[src/rtl/assert_macros.svh]
// Assertion macros shared by the scanner RTL
`ifndef ASSERT_MACROS_SVH
`define ASSERT_MACROS_SVH
`ifndef SYNTHESIS
`define ASSERT_ALWAYS(label, clk, rst_n, cond, msg) \
	label: assert property (@(posedge clk) disable iff (!rst_n) (cond)) else $error(msg);
`define ASSERT_IMPL(label, clk, rst_n, ante, cons, msg) \
	label: assert property (@(posedge clk) disable iff (!rst_n) (ante) |-> (cons)) \
		else $error(msg);
`define ASSERT_NEXT(label, clk, rst_n, ante, cons, msg) \
	label: assert property (@(posedge clk) disable iff (!rst_n) (ante) |=> (cons)) \
		else $error(msg);
`else
`define ASSERT_ALWAYS(label, clk, rst_n, cond, msg)
`define ASSERT_IMPL(label, clk, rst_n, ante, cons, msg)
`define ASSERT_NEXT(label, clk, rst_n, ante, cons, msg)
`endif
`endif

[src/rtl/mss_pkg.sv]
// Shared types, constants and segment decode for the seven-segment scanner
`timescale 1ns / 1ps
package mss_pkg;
	localparam int unsigned DIGITS = 10;
	localparam int unsigned STEP_W = 4;
	localparam int unsigned BIT_W = 5;
	localparam int unsigned CODE_W = 4;
	localparam int unsigned DWELL_W = 16;
	localparam int unsigned SelShift = 6;
	localparam int unsigned LastBit = 23;
	localparam int unsigned SegBase = 16;
	localparam int unsigned APB_AW = 3;
	localparam int unsigned APB_DW = 32;
	localparam logic [CODE_W-1:0] CODE_BLANK = 4'd11;

	localparam logic REG_DWELL = 1'b0;
	localparam logic REG_POINT = 1'b1;

	typedef struct packed {
		logic [DWELL_W-1:0] dwell_ticks;
		logic [DIGITS-1:0] point_mask;
	} mss_cfg_t;

	// active-low segment byte, bit 0 is the decimal point
	function automatic logic [7:0] seg_byte(input logic [CODE_W-1:0] code);
		logic [7:0] s;
		case (code)
			4'd0: s = 8'h03;
			4'd1: s = 8'h9F;
			4'd2: s = 8'h25;
			4'd3: s = 8'h0D;
			4'd4: s = 8'h99;
			4'd5: s = 8'h49;
			4'd6: s = 8'h41;
			4'd7: s = 8'h1F;
			4'd8: s = 8'h01;
			4'd9: s = 8'h09;
			4'd10: s = 8'hFD;
			4'd12: s = 8'h71;
			default: s = 8'hFF;
		endcase
		return s;
	endfunction
endpackage

[src/rtl/multiplexed_seven_segment_scanner.sv]
// Top level: digit store, pin-level scan sequencer and output register
`timescale 1ns / 1ps
`include "assert_macros.svh"
// Scans a ten-digit common-anode display through a serial latch chain. Each input
// beat is a load (func=1, writes one 4-bit digit code, no output beat) or a tick
// (func=0, one output beat of pin levels). For every beat, the state
// update and the next pin levels are formed in a single pass into the output
// register, and a new beat is taken each cycle while that register is empty or
// being drained. Per scan step the pins shift 24 bits (16 select, then 8 segment,
// LSB first) at two ticks per bit, give one latch tick, then dwell_ticks ticks.
module multiplexed_seven_segment_scanner
	import mss_pkg::*;
(
	input  logic              clk,
	input  logic              arst_n,
	input  logic              in_valid,
	output logic              in_ready,
	input  logic              func,
	input  logic [3:0]        digit_index,
	input  logic [3:0]        digit_code,
	output logic              out_valid,
	input  logic              out_ready,
	output logic              shift_clock,
	output logic              shift_data,
	output logic              latch_clock,
	output logic [3:0]        scan_digit,
	input  logic              psel,
	input  logic              penable,
	input  logic              pwrite,
	input  logic [APB_AW-1:0] paddr,
	input  logic [APB_DW-1:0] pwdata,
	output logic [APB_DW-1:0] prdata,
	output logic              pready
);
	typedef enum logic [1:0] {
		PH_SETUP = 2'd0,
		PH_RISE  = 2'd1,
		PH_LATCH = 2'd2,
		PH_DWELL = 2'd3
	} phase_t;

	mss_cfg_t cfg;

	logic [CODE_W-1:0] digit_store_q [DIGITS];
	logic [STEP_W-1:0] scan_step_q;
	logic [BIT_W-1:0] bit_pos_q;
	phase_t phase_q;
	logic [DWELL_W-1:0] dwell_cnt_q;

	logic out_valid_q;
	logic shift_clock_q;
	logic shift_data_q;
	logic latch_clock_q;
	logic [STEP_W-1:0] scan_digit_q;

	logic in_acc;
	logic tick_acc;
	logic [STEP_W-1:0] k;
	logic [STEP_W-1:0] d;
	logic [BIT_W-1:0] bp;
	logic [7:0] seg;
	logic bit_val;
	logic top_bit;
	logic [DWELL_W-1:0] dwell_inc;
	logic [STEP_W-1:0] k_next;

	mss_regs u_regs (
		.clk     (clk),
		.arst_n  (arst_n),
		.psel    (psel),
		.penable (penable),
		.pwrite  (pwrite),
		.paddr   (paddr),
		.pwdata  (pwdata),
		.prdata  (prdata),
		.pready  (pready),
		.cfg     (cfg)
	);

	assign in_ready = !out_valid_q || out_ready;
	assign in_acc = in_valid && in_ready;
	assign tick_acc = in_acc && !func;

	always_comb begin
		k = (scan_step_q >= STEP_W'(DIGITS)) ? '0 : scan_step_q;
		d = STEP_W'(DIGITS - 1) - k;
		bp = (bit_pos_q > BIT_W'(LastBit)) ? BIT_W'(LastBit) : bit_pos_q;
		seg = seg_byte(digit_store_q[d]);
		if (cfg.point_mask[d])
			seg[0] = 1'b0;
		if (bp < BIT_W'(SegBase))
			bit_val = (bp == BIT_W'(k) + BIT_W'(SelShift));
		else
			bit_val = seg[bp[2:0]];
		top_bit = seg[7];
		dwell_inc = dwell_cnt_q + DWELL_W'(1);
		k_next = (k + STEP_W'(1) >= STEP_W'(DIGITS)) ? '0 : k + STEP_W'(1);
	end

	always_ff @(posedge clk or negedge arst_n) begin
		if (!arst_n) begin
			for (int i = 0; i < DIGITS; i++)
				digit_store_q[i] <= CODE_BLANK;
		end else if (in_acc && func && digit_index < 4'(DIGITS)) begin
			digit_store_q[digit_index] <= digit_code;
		end
	end

	// scan sequencer and output beat register
	always_ff @(posedge clk or negedge arst_n) begin
		if (!arst_n) begin
			scan_step_q <= '0;
			bit_pos_q <= '0;
			phase_q <= PH_SETUP;
			dwell_cnt_q <= '0;
			out_valid_q <= 1'b0;
			shift_clock_q <= 1'b0;
			shift_data_q <= 1'b0;
			latch_clock_q <= 1'b0;
			scan_digit_q <= '0;
		end else begin
			if (tick_acc) begin
				out_valid_q <= 1'b1;
			end else if (out_ready) begin
				out_valid_q <= 1'b0;
			end
			if (tick_acc) begin
				scan_digit_q <= k;
				case (phase_q)
					PH_SETUP: begin
						shift_clock_q <= 1'b0;
						shift_data_q <= bit_val;
						latch_clock_q <= 1'b0;
						scan_step_q <= k;
						bit_pos_q <= bp;
						phase_q <= PH_RISE;
					end
					PH_RISE: begin
						shift_clock_q <= 1'b1;
						shift_data_q <= bit_val;
						latch_clock_q <= 1'b0;
						scan_step_q <= k;
						if (bp == BIT_W'(LastBit)) begin
							bit_pos_q <= '0;
							phase_q <= PH_LATCH;
						end else begin
							bit_pos_q <= bp + BIT_W'(1);
							phase_q <= PH_SETUP;
						end
					end
					PH_LATCH: begin
						shift_clock_q <= 1'b1;
						shift_data_q <= top_bit;
						latch_clock_q <= 1'b1;
						dwell_cnt_q <= '0;
						if (cfg.dwell_ticks == '0) begin
							scan_step_q <= k_next;
							bit_pos_q <= '0;
							phase_q <= PH_SETUP;
						end else begin
							scan_step_q <= k;
							phase_q <= PH_DWELL;
						end
					end
					default: begin
						shift_clock_q <= 1'b1;
						shift_data_q <= top_bit;
						latch_clock_q <= 1'b0;
						if (dwell_inc >= cfg.dwell_ticks || dwell_inc == '0) begin
							scan_step_q <= k_next;
							bit_pos_q <= '0;
							phase_q <= PH_SETUP;
							dwell_cnt_q <= '0;
						end else begin
							scan_step_q <= k;
							dwell_cnt_q <= dwell_inc;
						end
					end
				endcase
			end
		end
	end

	assign out_valid = out_valid_q;
	assign shift_clock = shift_clock_q;
	assign shift_data = shift_data_q;
	assign latch_clock = latch_clock_q;
	assign scan_digit = scan_digit_q;

	`ASSERT_ALWAYS(a_step_range, clk, arst_n, scan_step_q < STEP_W'(DIGITS),
		"scan step out of range")
	`ASSERT_ALWAYS(a_bit_range, clk, arst_n, bit_pos_q <= BIT_W'(LastBit),
		"bit position past stream end")
	`ASSERT_IMPL(a_latch_clk, clk, arst_n, out_valid && latch_clock, shift_clock,
		"latch pulse with shift clock low")
	`ASSERT_NEXT(a_latch_beat, clk, arst_n, tick_acc && phase_q == PH_LATCH,
		out_valid && latch_clock, "latch tick did not pulse latch")
	`ASSERT_NEXT(a_load_quiet, clk, arst_n, in_acc && func && !out_valid_q, !out_valid,
		"load produced an output beat")
endmodule

[src/rtl/mss_regs.sv]
// APB configuration registers: dwell length and decimal point mask
`timescale 1ns / 1ps
`include "assert_macros.svh"
module mss_regs
	import mss_pkg::*;
(
	input  logic              clk,
	input  logic              arst_n,
	input  logic              psel,
	input  logic              penable,
	input  logic              pwrite,
	input  logic [APB_AW-1:0] paddr,
	input  logic [APB_DW-1:0] pwdata,
	output logic [APB_DW-1:0] prdata,
	output logic              pready,
	output mss_cfg_t          cfg
);
	logic [DWELL_W-1:0] dwell_ticks_q;
	logic [DIGITS-1:0] point_mask_q;
	logic wr_en;
	logic reg_sel;

	assign pready = 1'b1;
	assign wr_en = psel & penable & pwrite;
	assign reg_sel = paddr[2];

	always_ff @(posedge clk or negedge arst_n) begin
		if (!arst_n) begin
			dwell_ticks_q <= DWELL_W'(1000);
			point_mask_q <= DIGITS'(18);
		end else if (wr_en) begin
			case (reg_sel)
				REG_DWELL: dwell_ticks_q <= pwdata[DWELL_W-1:0];
				REG_POINT: point_mask_q <= pwdata[DIGITS-1:0];
				default: ;
			endcase
		end
	end

	always_comb begin
		case (reg_sel)
			REG_DWELL: prdata = APB_DW'(dwell_ticks_q);
			REG_POINT: prdata = APB_DW'(point_mask_q);
			default: prdata = '0;
		endcase
	end

	assign cfg.dwell_ticks = dwell_ticks_q;
	assign cfg.point_mask = point_mask_q;

	`ASSERT_NEXT(a_dwell_wr, clk, arst_n, wr_en && reg_sel == REG_DWELL, dwell_ticks_q == $past(pwdata[DWELL_W-1:0]), "dwell register write lost")
	`ASSERT_NEXT(a_point_wr, clk, arst_n, wr_en && reg_sel == REG_POINT, point_mask_q == $past(pwdata[DIGITS-1:0]), "point mask write lost")
	`ASSERT_NEXT(a_cfg_hold, clk, arst_n, !wr_en, $stable(cfg), "config changed without a write")
endmodule
[config.mk]
export PLATFORM = sky130hd
export DESIGN_NAME = multiplexed_seven_segment_scanner
export DESIGN_NICKNAME = d
export VERILOG_FILES = /design/src/rtl/mss_pkg.sv /design/src/rtl/multiplexed_seven_segment_scanner.sv /design/src/rtl/mss_regs.sv
export VERILOG_INCLUDE_DIRS = /design/src /design/src/rtl
export SDC_FILE = /design/constraint.sdc
export NUM_CORES = 1
export LEC_CHECK = 0
export BUFFER_PORTS_ARGS = -buffer_cell sky130_fd_sc_hd__buf_2
export CAP_MARGIN = 20
export CORE_MARGIN = 2
export CORE_UTILIZATION = 38
export CTS_CLUSTER_DIAMETER = 30
export DETAILED_ROUTE_END_ITERATION = 12
export PLACE_DENSITY = 0.64
export SYNTH_ARGS = -nofsm -noshare
export SYNTH_HDL_FRONTEND = slang
export SYNTH_HIERARCHICAL = 1
export SYNTH_SLANG_ARGS = --single-unit
[constraint.sdc]
create_clock -name clk -period 5.2 [get_ports clk]
set_clock_uncertainty 0.1 [all_clocks]
set_input_delay 0.78 -clock clk [delete_from_list [all_inputs] [get_ports clk]]
set_output_delay 0.78 -clock clk [all_outputs]
set_load 0.01 [all_outputs]
* After elaboration in Yosys (flattened, before gate mapping)
Memories as Yosys holds them, arrays and structs flattened. Cells that the tools add are included.
Cells by class: equality and inequality tests 5, reduce and logical (&&, ||, !) cells 20, $lt $le $gt $ge 11, muxes and demuxes 34, $add $sub $neg 5, bitwise logic cells 6
Operators with widths (number):
- one-hot mux 32 bit (2 select lines) | 1
- bitwise mux 40 bit | 1
- logical NOT 16 bit | 2
- one-hot mux 16 bit (2 select lines) | 1
- 2-to-1 mux 4 bit | 7
- 2-to-1 mux 5 bit | 4
- adder 16 x 1 -> 16 bit, second input constant | 1
- binary-select mux 4 bit (select 4 bit) | 1
- demux 4 bit (select 4 bit) | 1
- >= comparator 16 bit | 1
- 2-to-1 mux 16 bit | 1
- one-hot mux 5 bit (3 select lines) | 1
- >= comparator 5 bit, second input constant | 2
- NOT 4 -> 5 bit | 2
- 2-to-1 mux 1 bit | 9
- >= comparator 4 bit, second input constant | 2
- one-hot mux 4 bit (2 select lines) | 1
- AND reduction 2 bit | 4
- 2-to-1 mux 2 bit | 3
- one-hot mux 2 bit (3 select lines) | 1
- adder 4 x 3 -> 5 bit, second input constant | 1
- adder 5 x 1 -> 5 bit, second input constant | 1
- == test 5 bit | 1
- == test 5 bit, second input constant | 1
- other kinds (23) | 31
Word-level totals: flip-flop bits (word level) 101, memories 1, word-level logic and storage cells 103, memory bits (read-only) 112, output and inout bits 42, bits of input ports 51
Memory list:
- (name not given) | words 16, width 7, read ports 1, clocked after Yosys merged registers in 0, wr ports 0, line mss_pkg.sv:27 | case (code)

* Depth between registers and ports, before layout
Gate-level depths: netlist (run 1). An unclocked memory read counts as a cell.
word-level depth 12, depth in mapped cells 15

* Hierarchy
The synthesis (run 1) kept the hierarchy.
Modules (own cells, without submodules):
- multiplexed_seven_segment_scanner | area each 5193.7 µm², instances 1, cells each 535
- mss_regs | area each 1340.0 µm², instances 1, cells each 92

* Worst setup path before layout (run 1)
No wires, ideal clock.
path type flip-flop to flip-flop, start register scan_step_q[3], end register shift_data_q, in the netlist shift_data, period minus slack after synthesis 3.288 ns, arrival time 3.068 ns, required time 4.980 ns, library setup time 0.120 ns, cell stages (with the launch flop) 13, buffers on the path 1, path slack 1.912 ns, cell sequence dfrtp_1 buf_2 nand2b_1 ha_1 or4b_2 a31oi_4 a21oi_1 ha_1 a2bb2oi_1 nor2_1 a311oi_1 o32ai_1 a41o_1
Between the ends: cells in the longest elaborated chain, start to end 12, elaborated cells on any way between the ends 17, those cells by class 2 x add/sub; 1 x order compare; 1 x eq/ne; 11 x mux; 1 x bitwise; 1 x memory
Ends and longest elaborated chain:
- start: declaration | line multiplexed_seven_segment_scanner.sv:45 | logic [STEP_W-1:0] scan_step_q;
- start signal: assignment | line multiplexed_seven_segment_scanner.sv:134 | scan_step_q <= k;
- start signal: assignment | line multiplexed_seven_segment_scanner.sv:142 | scan_step_q <= k;
- start signal: assignment | line multiplexed_seven_segment_scanner.sv:157 | scan_step_q <= k_next;
- >= comparator 4 bit | line multiplexed_seven_segment_scanner.sv:85 | k = (scan_step_q >= STEP_W'(DIGITS)) ? '0 : scan_step_q;
- 2-to-1 mux 4 bit (*) | line multiplexed_seven_segment_scanner.sv:85
- subtractor 4 bit | line multiplexed_seven_segment_scanner.sv:86 | d = STEP_W'(DIGITS - 1) - k;
- NOT 4 -> 5 bit (implied by the code) | line multiplexed_seven_segment_scanner.sv:88 | seg = seg_byte(digit_store_q[d]);
- binary-select mux 4 bit (select 4 bit) | line multiplexed_seven_segment_scanner.sv:88
- 2-to-1 mux 4 bit (implied by the code) (2 in series) | line multiplexed_seven_segment_scanner.sv:88
- memory read (16 x 7 bit)
- binary-select mux 1 bit (select 3 bit) | line multiplexed_seven_segment_scanner.sv:94 | bit_val = seg[bp[2:0]];
- 2-to-1 mux 1 bit (implied by the code) | line multiplexed_seven_segment_scanner.sv:94
- 2-to-1 mux 1 bit | line multiplexed_seven_segment_scanner.sv:91 | if (bp < BIT_W'(SegBase))
- 2-to-1 mux 1 bit (*) | line multiplexed_seven_segment_scanner.sv:129 | case (phase_q)
- end signal: assignment | line multiplexed_seven_segment_scanner.sv:132 | shift_data_q <= bit_val;
- end signal: assignment | line multiplexed_seven_segment_scanner.sv:140 | shift_data_q <= bit_val;
- end signal: assignment | line multiplexed_seven_segment_scanner.sv:153 | shift_data_q <= top_bit;
- end: declaration | line multiplexed_seven_segment_scanner.sv:52 | logic shift_data_q;
Every way passes the cells marked *; elsewhere a longest branch is shown, timed or not. The select of a mux whose other input is x is not followed. A chain may end at the register's enable or synchronous reset.

* Final worst setup path (run 1)
start register scan_step_q[1], end register shift_data_q, in the netlist shift_data
Same word-level chain as after synthesis.

==> results by group, run 1 <==
Logic synthesis
  • Cells after Synth: 627
  • Mapped Area: 0.00653 mm2
  • EDFF count, synth: 0
  • Syn Area/Cell: 10.4 um2
  • Seq/Total Area, Yosys: 39.4%
  • Top-count cell post-synth: mux2_2
  • #FFs+latches synth: 101
  • Yosys warnings: 6
  • Area leader, netlist: dfrtp_1
  • Synth unique cells: 89
  • Post-synth top flop: dfrtp_1
  • Synth async-reset ratio: 100%
  • Most frequent cells after synthesis: mux2_2, dfrtp_1, nand2_1
  • Post-synth top area share: 24.1%
  • Synth area leaders: dfrtp_1, dfstp_2, mux2_2

STA
  • Worst-Margin Slew: 861 ps
  • Final Slew Violations: 0
  • Highest clock rate: 236 MHz
  • Final WS setup: 965 ps
  • Hold Slack: 386 ps
  • Period utilization: 81.4%
  • Setup TNS: 0 ps
  • Final setup viols: 0
  • Final critical-path required period: 4230 ps
  • Rel. slew slack: 42.6%
  • Count of final hold-check violations: 0
  • RSZ-0062 raised after global routing: no

Global route
  • Largest net degree at the start of global routing: 69
  • Initial antenna violation count: 0
  • Met2 Use GR: 30.5%
  • GRT busiest layer: met2
  • GR Util met1: 22.7%
  • First-pass GRT wire length: 25500 um
  • All-Layer GR Usage: 17.7%
  • GRT met3 Usage: 3.49%
  • Grt total ovfl: 0
  • Vias in the first global route: 4893

CTS
  • Clock latency on the worst-skew pair: 360 ps
  • CTS tree: done
  • TritonCTS Buffers: 9
  • Post-CTS sizing: 0
  • Clk root buf: clkbuf_16
  • CTS H-tree depth: 3
  • Sink Count: 101
  • Postcts setup bufs: 0
  • Cts hold-fix bufs: 0
  • Clock-pin slew on the worst setup and hold paths: 80 ps
  • Longest Clk Path Bufs: 2

Placement
  • Number of port buffers: 57
  • Hpwl dp: 11400 um
  • Post-place setup slack: 1030 ps
  • Placer Congestion: 0.820
  • Placed Cells: 874

Pwr
  • Cell-internal power: 2.08 mW
  • Net Switching: 1.47 mW
  • Leakage: 3.30 nW
  • P per Cell Area: 495 mW/mm2
  • Switching share of power: 41.4%
  • Gate power share: 47.0%
  • Power share of the clock group: 19.3%
  • Seq pwr share: 33.7%
  • Tot Pwr: 3.55 mW
  • Max IR drop VDD: 288 uV

Critical path
  • Crit end category: flip-flop
  • Startpoint types: flip-flop
  • Worst R2R Start: scan_step_q[1]
  • WP data required: 5360 ps
  • R2r worst-path depth: 11
  • Data arrival, critical path: 4390 ps
  • Critical-path maximum fanout: 16
  • Worst setup path class: flip-flop to flip-flop
  • Worst R2R End: shift_data
  • Reg2reg setup slack: 970 ps

Floorplanning
  • Core ar.: 0.0167 mm2
  • I/O pins: 93
  • Initial Utilization: 39.1%
  • Die Span Y: 135 um
  • Chip width: 135 um
  • Die area: 0.0183 mm2
  • Row cnt: 47

Worst hold path
  • Hold Crit Class: flip-flop to flip-flop
  • Hold EP: scan_digit[0]
  • Min-delay src: scan_digit[0]
  • Hold depth: 2

Route
  • Remaining DRCs: 0
  • Via count of the routed design: 4861
  • Routed wire length per instance: 17.3 um
  • DRT Pass-1 Iters: 4
  • WL final: 15400 um
  • Initial drt markers: 316
  • Drt via density: 5.46
  • Routed Antenna Nets: 0

Layout
  • Final std cells w/o fill: 890
  • Syn-to-layout area delta: 9.79%
  • Final nets: 743
  • Share of cells above drive strength 1: 33.6%
  • Inserted Diodes: 0

Flow run
  • Total of max-cap violations: 0

Outcome
  • Outcome: finished, final reports clean
-- flip-flops by register name (all words and copies together), names as in the netlist --
register,cells
phase_q,2
shift_clock,1
dwell_cnt_q,16
scan_digit,4
scan_step_q,4
digit_store_q,40
u_regs/dwell_ticks_q,16
shift_data,1
u_regs/point_mask_q,10
bit_pos_q,5
out_valid,1
latch_clock,1
-- cell families after synthesis --
logic type | Yosys count | share of synthesized area (%)
flip-flops | 101 | 39.4
XOR/XNOR | 23 | 3.08
buffers and inverters | 81 | 6.45
AO/OA/AOI/OAI | 120 | 13.8
multiplexers | 96 | 17.3
other | 2 | 0.115
adder cells (fa/ha/maj) | 27 | 5.17
AND/OR/NAND/NOR | 177 | 14.6
-- cells in the final DEF (no fill, tap or decap), types with 4 or more instances in the layout --
master,n
nand2_1,56
nor2b_1,9
nand2b_1,7
a211oi_1,4
xor2_1,11
ha_1,27
nor4_1,6
buf_2,56
a31oi_1,4
a21o_1,5
conb_1,17
nor2_1,33
nor3_1,7
and3_1,7
o21ai_0,25
a21oi_1,18
a32oi_1,4
o31ai_1,4
a22o_1,11
nand4_1,6
mux2i_1,7
xnor2_1,12
o32ai_1,4
dfrtp_1,63
mux2_2,75
nand3_1,17
dfstp_2,38
inv_1,30
mux2_4,10
clkbuf_16,9
-- metal layers --
layer	vias to the layer above	part of all wire (%)
li1	2328	-
met1	2426	45
met2	91	50
met3	16	3.2
met4	0	1.7
met5	-	0
-- power groups by stage --
stage	Combinational [mW]	Clock (mW)	Sequential, mW
floorplan	1.39	0	1.10
global placement	1.61	0	1.19
detailed placement	1.66	0	1.21
CTS	1.66	0.705	1.19
global route	1.84	0.738	1.23
finish	1.67	0.686	1.19
-- per-stage QoR --
stage | cell area, um2 | utilization [%]
after detailed placement | 6870 | 41.2
after global placement | 6870 | 41.2
after CTS | 7170 | 43.0
final | 7170 | 43.0
after floorplan | 6590 | -
after global routing | 7170 | 43.0
-- critical path, stage by stage (launching register included) --
cell       delay (ps)
dfrtp_1           730
nand2b_1          480
ha_1              420
or4b_2            660
a31oi_4           240
a21oi_1           180
ha_1              360
a2bb2oi_1         210
nor2_1             70
a311oi_1          270
o32ai_1           160
a41o_1            250
-- worst max path at each step --
stage | startpoint | end | slack [ps] | cells past startpoint
2_1_floorplan | scan_step_q[3] | shift_data | 1910 | 12
3_3_place_gp | scan_step_q[1] | shift_data | 1200 | 11
3_5_place_dp | scan_step_q[1] | shift_data | 1030 | 11
4_1_cts | scan_step_q[1] | shift_data | 1000 | 11
5_1_grt | scan_step_q[1] | shift_data | 690 | 13
6_report | scan_step_q[1] | shift_data | 970 | 11
-- area by class of cell --
type,instances,area (um2)
clock buffers,10,239
clock inverters,6,60.1
fillers,1623,9530
inverters,34,128
multi-input cells,460,3590
flip-flops and latches,101,2570
well taps,220,275
repair buffers,59,303
Power figures use the tool's default switching activity.
==> inputs of run 2 (changes only) <==
==> constraint.sdc (replaced) <==
create_clock -name clk -period 4.26 [get_ports clk]
set_clock_uncertainty 0.1 [all_clocks]
set_input_delay 0.639 -clock clk [delete_from_list [all_inputs] [get_ports clk]]
set_output_delay 0.639 -clock clk [all_outputs]
set_load 0.01 [all_outputs]
==> run 2 against run 1 <==
Effect of this change: die area did not move; utilization rose by 0.34 points; routed wire length rose by 1.0%; largest power group unchanged; flip-flop and latch count did not move.
==> results by group, run 2 (same netlist as run 1, synthesis figures left out) <==
STA
  • Final Slew Violations: 0 (unchanged)
  • Final WS setup: 476 ps (was 965 ps)
  • RSZ-0062 raised after global routing: no (unchanged)
  • Setup TNS: 0 ps (unchanged)
  • Highest clock rate: 264 MHz (was 236 MHz)
  • Rel. slew slack: 49.1% (was 42.6%)
  • Final setup viols: 0 (unchanged)
  • Worst-Margin Slew: 762 ps (was 861 ps)
  • Period utilization: 88.8% (was 81.4%)
  • Count of final hold-check violations: 0 (unchanged)
  • Final critical-path required period: 3780 ps (was 4230 ps)

Critical path
  • Worst R2R End: scan_step_q[3] (was shift_data)
  • Worst R2R Start: dwell_cnt_q[2] (was scan_step_q[1])
  • WP data required: 4400 ps (was 5360 ps)
  • Data arrival, critical path: 3920 ps (was 4390 ps)
  • Startpoint types: flip-flop (unchanged)
  • Cell breakdown of the critical path: nand3_1, nor3_4, nand3_1, xnor2_1, ha_1, a21o_1, a21o_1, a21oi_1, o21ai_0, a2111o_1, and3_1, nand4b_1, o211ai_2 (was nand2b_1, ha_1, or4b_2, a31oi_4, a21oi_1, ha_1, a2bb2oi_1, nor2_1, a311oi_1, o32ai_1, a41o_1)
  • Crit end category: flip-flop (unchanged)
  • Slowest CP cell: dfrtp_1 (unchanged)
  • Reg2reg setup slack: 480 ps (was 970 ps)
  • Crit path largest cell delay: 500 ps (was 730 ps)
  • Worst setup path class: flip-flop to flip-flop (unchanged)
  • Critical-path maximum fanout: 9 (was 16)
  • R2r worst-path depth: 13 (was 11)

Placement
  • DP Area: 0.00691 mm2 (was 0.00687 mm2)
  • Placer Congestion: 0.797 (was 0.820)
  • Hpwl dp: 11600 um (was 11400 um)
  • Placed Cells: 879 (was 874)
  • Post-place setup slack: 456 ps (was 1030 ps)
  • Number of port buffers: 57 (unchanged)

Layout
  • Syn-to-layout area delta: 10.7% (was 9.79%)
  • Share of cells above drive strength 1: 34.2% (was 33.6%)
  • Final std cells w/o fill: 896 (was 890)
  • Max reg flops: 40 (unchanged)
  • Largest Register: digit_store_q (unchanged)
  • Final nets: 749 (was 743)
  • Commonest non-fill, non-tap cell in the layout: mux2_2 (unchanged)
  • Commonest non-fill, non-tap cells in the layout: mux2_2, dfrtp_1, nand2_1, buf_2, dfstp_2 (unchanged)
  • Inserted Diodes: 0 (unchanged)
  • Top flop regs: digit_store_q: 40 flops, dwell_cnt_q: 16 flops, u_regs/dwell_ticks_q: 16 flops (unchanged)
  • Fin area: 0.00723 mm2 (was 0.00717 mm2)

CTS
  • CTS H-tree depth: 3 (unchanged)
  • Clock latency on the worst-skew pair: 360 ps (about the same)
  • TritonCTS Buffers: 9 (unchanged)
  • Cts hold-fix bufs: 0 (unchanged)
  • Longest Clk Path Bufs: 2 (unchanged)
  • Postcts setup bufs: 0 (unchanged)
  • Post-CTS sizing: 0 (unchanged)
  • Clock-pin slew on the worst setup and hold paths: 70 ps (was 80 ps)
  • CTS tree: done (unchanged)
  • Sink Count: 101 (unchanged)
  • Clk root buf: clkbuf_16 (unchanged)

Pwr
  • P per Cell Area: 605 mW/mm2 (was 495 mW/mm2)
  • Max IR drop VDD: 367 uV (was 288 uV)
  • Leakage: 3.33 nW (was 3.30 nW)

Route
  • Initial drt markers: 332 (was 316)
  • Routed wire length per instance: 17.3 um (about the same)
  • Routed Antenna Nets: 0 (unchanged)
  • WL final: 15500 um (was 15400 um)
  • Drt via density: 5.48 (was 5.46)
  • Remaining DRCs: 0 (unchanged)
  • Via count of the routed design: 4909 (was 4861)
  • DRT Pass-1 Iters: 7 (was 4)

Flow run
  • Total of max-cap violations: 0 (unchanged)

Global route
  • Largest net degree at the start of global routing: 83 (was 69)
  • Grt total ovfl: 0 (unchanged)
  • First-pass GRT wire length: 25700 um (was 25500 um)
  • Initial antenna violation count: 0 (unchanged)
  • All-Layer GR Usage: 17.8% (was 17.7%)
  • Vias in the first global route: 4914 (was 4893)

Floorplanning
  • Die Span Y: 135 um (unchanged)
  • I/O pins: 93 (unchanged)
  • Row cnt: 47 (unchanged)
  • Core ar.: 0.0167 mm2 (unchanged)
  • Initial Utilization: 39.1% (unchanged)
  • Die area: 0.0183 mm2 (unchanged)
  • Chip width: 135 um (unchanged)

Worst hold path
  • Hold Crit Class: input pin to asynchronous set/reset pin (was flip-flop to flip-flop)

Outcome
  • Outcome: finished, final reports clean (unchanged)
run 2: power by group:
group / switching, mW / internal [mW] / total [mW]
registers: 0.209 / 1.20 / 1.41
clock network: 0.405 / 0.416 / 0.821
logic: 1.20 / 0.940 / 2.14
run 2: area by class of cell:
type / count / area, um2
Inverter: 34 / 128
Fill cell: 1613 / 9470
Clock inverter: 6 / 65.1
Tap cell: 220 / 275
Sequential cell: 101 / 2570
Clock buffer: 10 / 229
Multi-Input combinational cell: 460 / 3600
Timing Repair Buffer: 65 / 360
run 2: worst max-delay path, delay by kind of cell (launching register included):
| family | cells | cell delay (ps) |
|---|---|---|
| simple gates | 5 | 1360 |
| compound gates | 6 | 1180 |
| flops | 1 | 500 |
| fa+ha+maj | 1 | 280 |
| xor+xnor | 1 | 250 |
run 2: worst max-delay path by stage:
stage	start	to	slack (ps)	depth (start not counted)
after floorplan	scan_step_q[3]	shift_data	970	12
after global placement	dwell_cnt_q[2]	bit_pos_q[3]	550	14
after detailed placement	dwell_cnt_q[2]	bit_pos_q[3]	460	14
after CTS	dwell_cnt_q[2]	bit_pos_q[3]	400	14
after global routing	dwell_cnt_q[2]	scan_step_q[3]	130	13
final	dwell_cnt_q[2]	scan_step_q[3]	480	13
run 2: through the flow:
stage / hold WS (ps) / total power, mW / utilization, %
6_report: 152 / 4.37 / 43.3
5_1_grt: 177 / 4.68 / 43.3
4_1_cts: 382 / 4.38 / 43.1
3_5_place_dp: 365 / 3.54 / 41.4
3_3_place_gp: 362 / 3.46 / 41.4
2_1_floorplan: 243 / 3.03 / -
run 2: layer usage:
| layer | up-vias | global-route usage, % | part of all wire [%] |
|---|---|---|---|
| met5 | - | 0 | 0 |
| li1 | 2340 | - | - |
| met1 | 2456 | 23.3 | 45 |
| met3 | 17 | 3.19 | 3.1 |
| met4 | 0 | 4.98 | 1.5 |
| met2 | 96 | 30.4 | 50 |
